`src/rtl/rgbhsl_pkg.sv`:
```
// Package for the RGB to HSL converter: channel and divider operand types,
// plus the fixed constants of the conversion. No dependencies.
`timescale 1ns / 1ps

package rgbhsl_pkg;

  // Width of one colour channel
  localparam int unsigned CHAN_W = 8;
  // Operand widths of the three divider lanes (numerator never exceeds divisor)
  localparam int unsigned HDEN_W = 11;  // six times the channel range, up to 1530
  localparam int unsigned SDEN_W = 8;   // sum or 510 minus sum, up to 255
  localparam int unsigned LDEN_W = 9;   // fixed 510

  typedef logic [CHAN_W-1:0] chan_t;
  typedef logic [HDEN_W-1:0] hden_t;
  typedef logic [SDEN_W-1:0] sden_t;
  typedef logic [LDEN_W-1:0] lden_t;

  // Lightness divisor: twice full scale
  localparam lden_t LIG_DEN   = lden_t'(510);
  // Half of the lightness divisor: sums above this use the upper saturation form
  localparam lden_t SUM_HALF  = lden_t'(255);
  // Dummy divisors for a grey pixel, where the numerators are zero
  localparam hden_t HUE_GREY_DEN = hden_t'(6);
  localparam sden_t SAT_GREY_DEN = sden_t'(1);

endpackage

```
`src/rtl/rgbhsl_prep.sv`:
```
// Front stage of the RGB to HSL converter: max/min, range and sum, and the
// numerator/divisor pairs for the three divider lanes. Uses rgbhsl_pkg.
`timescale 1ns / 1ps

module rgbhsl_prep (
  input  logic               clk,
  input  logic               en,
  input  rgbhsl_pkg::chan_t  red,
  input  rgbhsl_pkg::chan_t  green,
  input  rgbhsl_pkg::chan_t  blue,
  output rgbhsl_pkg::hden_t  hnum_r,
  output rgbhsl_pkg::hden_t  hden_r,
  output rgbhsl_pkg::sden_t  snum_r,
  output rgbhsl_pkg::sden_t  sden_r,
  output rgbhsl_pkg::lden_t  lnum_r
);
  import rgbhsl_pkg::*;

  chan_t mx, mn, d;
  lden_t sum, upper;
  hden_t d6;
  hden_t hnum_nxt, hden_nxt;
  sden_t snum_nxt, sden_nxt;

  // Largest and smallest channel
  always_comb begin
    mx = red;
    if (green > mx) mx = green;
    if (blue > mx) mx = blue;
    mn = red;
    if (green < mn) mn = green;
    if (blue < mn) mn = blue;
  end

  assign d     = mx - mn;
  assign sum   = lden_t'(mx) + lden_t'(mn);
  assign upper = LIG_DEN - sum;
  assign d6    = (hden_t'(d) << 2) + (hden_t'(d) << 1);

  // Hue and saturation operands; ties for the max go red, then green, then blue
  always_comb begin
    if (d == '0) begin
      hnum_nxt = '0;
      hden_nxt = HUE_GREY_DEN;
      snum_nxt = '0;
      sden_nxt = SAT_GREY_DEN;
    end else begin
      hden_nxt = d6;
      snum_nxt = sden_t'(d);
      sden_nxt = (sum > SUM_HALF) ? upper[SDEN_W-1:0] : sum[SDEN_W-1:0];
      if (mx == red) begin
        hnum_nxt = (green >= blue) ? hden_t'(green - blue)
                                   : d6 - hden_t'(blue - green);
      end else if (mx == green) begin
        hnum_nxt = (hden_t'(d) << 1) + hden_t'(blue) - hden_t'(red);
      end else begin
        hnum_nxt = (hden_t'(d) << 2) + hden_t'(red) - hden_t'(green);
      end
    end
  end

  // Operand register
  always_ff @(posedge clk) begin
    if (en) begin
      hnum_r <= hnum_nxt;
      hden_r <= hden_nxt;
      snum_r <= snum_nxt;
      sden_r <= sden_nxt;
      lnum_r <= sum;
    end
  end

endmodule

```
`src/rtl/rgbhsl_div.sv`:
```
// Pipelined restoring divider lane: one quotient bit per register stage,
// q = floor(num * 2^(Q_W-1) / den) for num <= den. No package dependency.
`timescale 1ns / 1ps

module rgbhsl_div #(
  parameter int unsigned DEN_W = 8,
  parameter int unsigned Q_W   = 14
) (
  input  logic             clk,
  input  logic [Q_W-1:0]   en,
  input  logic [DEN_W-1:0] num,
  input  logic [DEN_W-1:0] den,
  output logic [Q_W-1:0]   q
);

  logic [DEN_W-1:0] rem_r [Q_W-1];
  logic [DEN_W-1:0] den_r [Q_W-1];
  logic [Q_W-1:0]   q_r   [Q_W];

  genvar k;
  generate
    for (k = 0; k < Q_W; k++) begin : g_stage
      logic [DEN_W:0]   trial;
      logic [DEN_W:0]   diff;
      logic [DEN_W-1:0] den_in;
      logic             ge;

      // Trial subtract: first stage takes the numerator as is, later ones shift
      if (k == 0) begin : g_first
        assign trial  = {1'b0, num};
        assign den_in = den;
      end else begin : g_next
        assign trial  = {rem_r[k-1], 1'b0};
        assign den_in = den_r[k-1];
      end

      assign diff = trial - {1'b0, den_in};
      assign ge   = (trial >= {1'b0, den_in});

      if (k == 0) begin : g_q_first
        always_ff @(posedge clk) begin
          if (en[k]) q_r[k] <= Q_W'(ge);
        end
      end else begin : g_q_next
        always_ff @(posedge clk) begin
          if (en[k]) q_r[k] <= {q_r[k-1][Q_W-2:0], ge};
        end
      end

      // Partial remainder and divisor travel on, except after the last bit
      if (k < Q_W - 1) begin : g_rem
        always_ff @(posedge clk) begin
          if (en[k]) begin
            rem_r[k] <= ge ? diff[DEN_W-1:0] : trial[DEN_W-1:0];
            den_r[k] <= den_in;
          end
        end
      end
    end
  endgenerate

  assign q = q_r[Q_W-1];

endmodule

```
`src/rtl/rgbhsl_flow.sv`:
```
// Valid/ready control for the converter pipeline: one valid bit per stage,
// each stage loads when it is empty or its successor moves. No dependencies.
`timescale 1ns / 1ps

module rgbhsl_flow #(
  parameter int unsigned DEPTH = 16
) (
  input  logic             clk,
  input  logic             rst_n,
  input  logic             in_valid,
  input  logic             out_ready,
  output logic             in_ready,
  output logic             out_valid,
  output logic [DEPTH-1:0] adv
);

  logic [DEPTH-1:0] v_r, v_nxt;

  // Ready ripples back from the output; bubbles are squeezed out
  always_comb begin
    adv[DEPTH-1] = !v_r[DEPTH-1] || out_ready;
    for (int i = DEPTH - 2; i >= 0; i--) begin
      adv[i] = !v_r[i] || adv[i+1];
    end
  end

  always_comb begin
    v_nxt[0] = adv[0] ? in_valid : v_r[0];
    for (int i = 1; i < DEPTH; i++) begin
      v_nxt[i] = adv[i] ? v_r[i-1] : v_r[i];
    end
  end

  always_ff @(posedge clk) begin
    if (!rst_n) begin
      v_r <= '0;
    end else begin
      v_r <= v_nxt;
    end
  end

  assign in_ready  = adv[0];
  assign out_valid = v_r[DEPTH-1];

`ifndef SYNTHESIS
  // An accepted word occupies the first stage next cycle
  a_accept_lands: assert property (@(posedge clk) disable iff (!rst_n)
    (in_valid && in_ready) |=> v_r[0])
    else $error("accepted word missing from first stage");

  // An empty pipeline always takes a word
  a_empty_ready: assert property (@(posedge clk) disable iff (!rst_n)
    (v_r == '0) |-> in_ready)
    else $error("empty pipeline not ready");

  // Words in flight change only by what enters and leaves
  a_conserve: assert property (@(posedge clk) disable iff (!rst_n)
    $past(rst_n) |-> ($countones(v_r) == $past($countones(v_r))
      + $past(int'(in_valid && in_ready)) - $past(int'(out_valid && out_ready))))
    else $error("word lost or duplicated in pipeline");
`endif

endmodule

```
`src/rtl/rgb_to_hsl_converter.sv`:
```
// RGB to HSL converter top level: prep stage, three divider lanes, rounding
// output stage and flow control. Uses rgbhsl_pkg, rgbhsl_prep, rgbhsl_div, rgbhsl_flow.
`timescale 1ns / 1ps

// Takes one 8-bit RGB pixel per clock while in_tready is high and returns hue,
// saturation and lightness as unsigned fractions with FRAC_BITS fractional
// bits, rounded to nearest. Throughput is one word per cycle while the output
// does not stall. The pipeline is the operand stage, the restoring dividers,
// which resolve one quotient bit per register stage, and the rounding
// output stage. A stalled output holds its word and the pipeline keeps
// accepting input until every stage is full.

module rgb_to_hsl_converter #(
  parameter int unsigned FRAC_BITS = 12
) (
  input  logic                                      clk,
  input  logic                                      rst_n,
  input  logic                                      in_tvalid,
  output logic                                      in_tready,
  // red [7:0], green [15:8], blue [23:16]
  input  logic [23:0]                               in_tdata,
  output logic                                      out_tvalid,
  input  logic                                      out_tready,
  // hue [F-1:0], saturation [2F:F], lightness [3F+1:2F+1], zero fill above
  output logic [((3*FRAC_BITS+2+7)/8)*8-1:0]        out_tdata
);
  import rgbhsl_pkg::*;

  localparam int unsigned Q_W   = FRAC_BITS + 2;
  localparam int unsigned DEPTH = Q_W + 2;
  localparam int unsigned OUT_W = ((3*FRAC_BITS+2+7)/8)*8;

  logic [DEPTH-1:0] adv;
  hden_t hnum, hden;
  sden_t snum, sden;
  lden_t lnum;
  logic [Q_W-1:0] hq, sq, lq;
  logic [Q_W-1:0] hround, sround, lround;
  logic [FRAC_BITS-1:0] hue_nxt, hue_r;
  logic [FRAC_BITS:0]   sat_r, lig_r;

  rgbhsl_flow #(.DEPTH(DEPTH)) u_flow (
    .clk       (clk),
    .rst_n     (rst_n),
    .in_valid  (in_tvalid),
    .out_ready (out_tready),
    .in_ready  (in_tready),
    .out_valid (out_tvalid),
    .adv       (adv)
  );

  rgbhsl_prep u_prep (
    .clk    (clk),
    .en     (adv[0]),
    .red    (in_tdata[7:0]),
    .green  (in_tdata[15:8]),
    .blue   (in_tdata[23:16]),
    .hnum_r (hnum),
    .hden_r (hden),
    .snum_r (snum),
    .sden_r (sden),
    .lnum_r (lnum)
  );

  rgbhsl_div #(.DEN_W(HDEN_W), .Q_W(Q_W)) u_div_hue (
    .clk (clk),
    .en  (adv[Q_W:1]),
    .num (hnum),
    .den (hden),
    .q   (hq)
  );

  rgbhsl_div #(.DEN_W(SDEN_W), .Q_W(Q_W)) u_div_sat (
    .clk (clk),
    .en  (adv[Q_W:1]),
    .num (snum),
    .den (sden),
    .q   (sq)
  );

  rgbhsl_div #(.DEN_W(LDEN_W), .Q_W(Q_W)) u_div_lig (
    .clk (clk),
    .en  (adv[Q_W:1]),
    .num (lnum),
    .den (LIG_DEN),
    .q   (lq)
  );

  // Round half up from the one-extra-bit quotient; full-turn hue wraps to 0
  assign hround  = hq + Q_W'(1);
  assign sround  = sq + Q_W'(1);
  assign lround  = lq + Q_W'(1);
  assign hue_nxt = hround[Q_W-1] ? '0 : hround[Q_W-2:1];

  // Output register
  always_ff @(posedge clk) begin
    if (adv[DEPTH-1]) begin
      hue_r <= hue_nxt;
      sat_r <= sround[Q_W-1:1];
      lig_r <= lround[Q_W-1:1];
    end
  end

  assign out_tdata = OUT_W'({lig_r, sat_r, hue_r});

endmodule

```
`config.mk`:
```
export PLATFORM = sky130hd
export DESIGN_NAME = rgb_to_hsl_converter
export DESIGN_NICKNAME = d
export VERILOG_FILES = /design/src/rtl/rgbhsl_pkg.sv /design/src/rtl/rgbhsl_prep.sv /design/src/rtl/rgbhsl_div.sv /design/src/rtl/rgbhsl_flow.sv /design/src/rtl/rgb_to_hsl_converter.sv
export SDC_FILE = /design/constraint.sdc
export NUM_CORES = 2
export LEC_CHECK = 0
export ABC_AREA = 1
export BUFFER_PORTS_ARGS = -buffer_cell sky130_fd_sc_hd__buf_2
export CORE_ASPECT_RATIO = 1.4
export CORE_MARGIN = 4
export CORE_UTILIZATION = 55
export CTS_CLUSTER_DIAMETER = 80
export DETAILED_ROUTE_END_ITERATION = 16
export PLACE_DENSITY = 0.71
export SYNTH_ARGS = -nofsm -noshare
export SYNTH_HDL_FRONTEND = slang
export SYNTH_SLANG_ARGS = --single-unit
```
`constraint.sdc`:
```
create_clock -name clk -period 33.2 [get_ports clk]
set_clock_uncertainty 0.1 [all_clocks]
set_input_delay 9.96 -clock clk [delete_from_list [all_inputs] [get_ports clk]]
set_output_delay 9.96 -clock clk [all_outputs]
set_load 0.005 [all_outputs]
```
==> run summary <==
GRT overflow: 0
Period utilization: 75.33%
Leading post-synthesis cells by cell area: edfxtp_1 (59%), ha_1 (9.5%), nand2_1 (4.6%)
DR top layer: met4
Slew @ Worst Pin: 1.082 ns
Resize count post-CTS: 0
Most common library cells after synthesis: edfxtp_1 (931), nand2_1 (575), inv_1 (571)
Slew HR: 27.61%
Endpoint kind of the worst setup timing path: output pin
R2R Setup Slk: 27.65 ns
Latest clock arrival within the worst-skew pair: 0.65 ns
Via count: 28150
Ports: 70
Core area: 0.08450 mm2
DRT iter0 DRCs: 1197
Total Routed Length: 79940 um
Wl on met1: 25660 um
Max-cap violation count: 0
TritonCTS buffer count: 87
Synthesized area: 0.04701 mm2
Detail Route Antenna Nets: 0
Die W: 255.1 um
CP delay by family, top: simple AND/OR/NAND/NOR gates
Worst Hold Class: flop to flop
Routed len/inst: 15.00 um
Setup TNS: 0 ns
Largest net degree at the start of global routing: 77
Ys Warns: 0
Synth area leader: edfxtp_1
Die Y: 353.9 um
Final Max Slew Viols: 0
Finish-stage setup viols: 0
DRC Markers: 0
Clk root buf: clkbuf_16
Global-route wire length before repair: 131300 um
Post-CTS Hold Fix Bufs: 0
Status: finished, final reports clean
Met2 routed WL: 48090 um
Number of flops mapped to enable cells by yosys: 931
CP max stage delay: 0.80 ns
DPL Wire Length: 60990 um
Max Freq: 39.98 MHz
H-Tree Depth: 3
Pre-CTS WS: 8.034 ns
Setup repair bufs after CTS: 0
Vias in the first global route: 28839
Seq cells post-synth: 947
Worst setup margin: 8.189 ns
Async SR Flop Fraction: 0%
Register area share after synthesis: 60.16%
Initial core utilization: 55.63%
Share of cells above drive strength 1: 7.355%
Most used standard cell by instance count after synthesis: edfxtp_1
Placed cell area: 0.04851 mm2
Type of origin of the critical path: primary input
Fin area: 0.05122 mm2
Synthesized instance count: 4059
Port buffer count: 67
Post-synth cell types: 58
Min Tclk post-route: 25.01 ns
Cell mode on critical path: nor2_4
Avg Cell Area, Syn: 11.58 um2
ANT cells: 0
Worst setup path category: primary input to output pin
Critical Path, Cell by Cell: buf_2 -> nor2_4 -> nand4_4 -> nor2_4 -> nand2_4 -> buf_4 -> nor2_4 -> nand2_2 -> buf_4 -> nor2_4 -> nand2_4 -> nor2_4 -> nand2_2 -> buf_4 -> nor2_4 -> nand2_4 -> nor2_4 -> nand2_2 -> buf_2
Site Rows: 126
Crit path DAT: 14.95 ns
Reg clk slew, reported paths: 0.06 ns
TritonCTS clock tree: yes
Pre-Repair DR Iteration Count: 5
Full die area: 0.09027 mm2
Most common flop cell mapped by yosys: edfxtp_1
Final Hold Vio Count: 0
Final nets: 4605
WP buf/inv: 5
Gpl congestion: 0.9050
CP max-delay cell: nand2_2
Unrepaired setup endpoints after global routing: false
Yosys top cell area share: 59.47%
CP Max Fanout: 71
Metal3 WL: 2418 um
Routed vias/inst: 5.281
Area delta synth->final: 8.965%
Worst path required time: 23.14 ns
Min Hold Slack: 0.3035 ns
Max Buffers Root-to-Sink: 3
FILL cells: 6606
Initial antenna violation count: 0
GR Util All Layers: 17.86%
Sink Count: 947
sequential cells by signal (all words and copies together), names as in the netlist:
register and count:
u_div_lig.rem_r 77, u_div_hue.q_r 105, u_prep.hden_r 10, sat_r 13
hue_r 12, lig_r 13, u_div_sat.q_r 105, u_prep.lnum_r 9
u_prep.hnum_r 11, u_div_sat.rem_r 104, u_prep.snum_r 8, u_prep.sden_r 7
u_div_sat.den_r 97, u_div_hue.den_r 124, u_div_lig.q_r 105, u_div_hue.rem_r 131
u_flow.v_r 16
logic make-up after synthesis:
family                   after synthesis  synth area share [%]
AO/OA/AOI/OAI                        656                 7.647
XOR/XNOR                             243                 4.528
adder cells (fa/ha/maj)              399                 11.28
buffers and inverters                641                 5.363
flip-flops                           947                 60.16
multiplexers                           2               0.04791
other                                  1              0.007978
AND/OR/NAND/NOR                     1170                 10.97
cell type report:
cell class | instances | area [um2] | share of cell area (%)
Sequential cell | 947 | 28280 | 55.21
Multi-Input combinational cell | 2472 | 16230 | 31.68
Clock buffer | 112 | 2332 | 4.553
Inverter | 590 | 2215 | 4.324
Tap cell | 1088 | 1361 | 2.658
Timing Repair Buffer | 80 | 432.9 | 0.8452
Clock inverter | 41 | 375.4 | 0.7328
metal layers:
metal,global-route usage [%],vias to the layer above
met5,0,-
met4,8.428,0
met3,2.425,214
met2,38.32,474
met1,15.30,13236
li1,-,14226
cell usage in the layout, fill, tap and decap left out, types with 88 or more instances in the layout:
cell       count
a21oi_1      256
nor2_1       254
clkbuf_16     88
inv_1        565
xor2_1       159
edfxtp_1     931
nand3_1      169
o21ai_0      266
nand2_1      574
ha_1         358
worst paths after layout:
kind,cells after the start,from,end
setup reg to reg,18,u_flow.v_r[15]$_SDFFE_PN0P_,u_prep.hnum_r[5]$_SDFFCE_PN0P_
hold / removal,0,u_div_lig.rem_r[1][31]$_DFFE_PP_,u_div_lig.rem_r[2][5]$_DFFE_PP_
hold reg to reg,0,u_div_lig.rem_r[1][31]$_DFFE_PP_,u_div_lig.rem_r[2][5]$_DFFE_PP_
setup / recovery,19,out_tready,in_tready
per-stage QoR:
| step | util [%] | cells |
|---|---|---|
| 3_5_place_dp | 57.41 | 5177 |
| 2_1_floorplan | - | 4060 |
| 5_1_grt | 60.62 | 5330 |
| 4_1_cts | 60.62 | 5330 |
| 3_3_place_gp | 57.41 | 5177 |
| 6_report | 60.62 | 5330 |
Power is not shown: default switching activity piles up to over one toggle a cycle in this logic, so the estimate is an artifact.
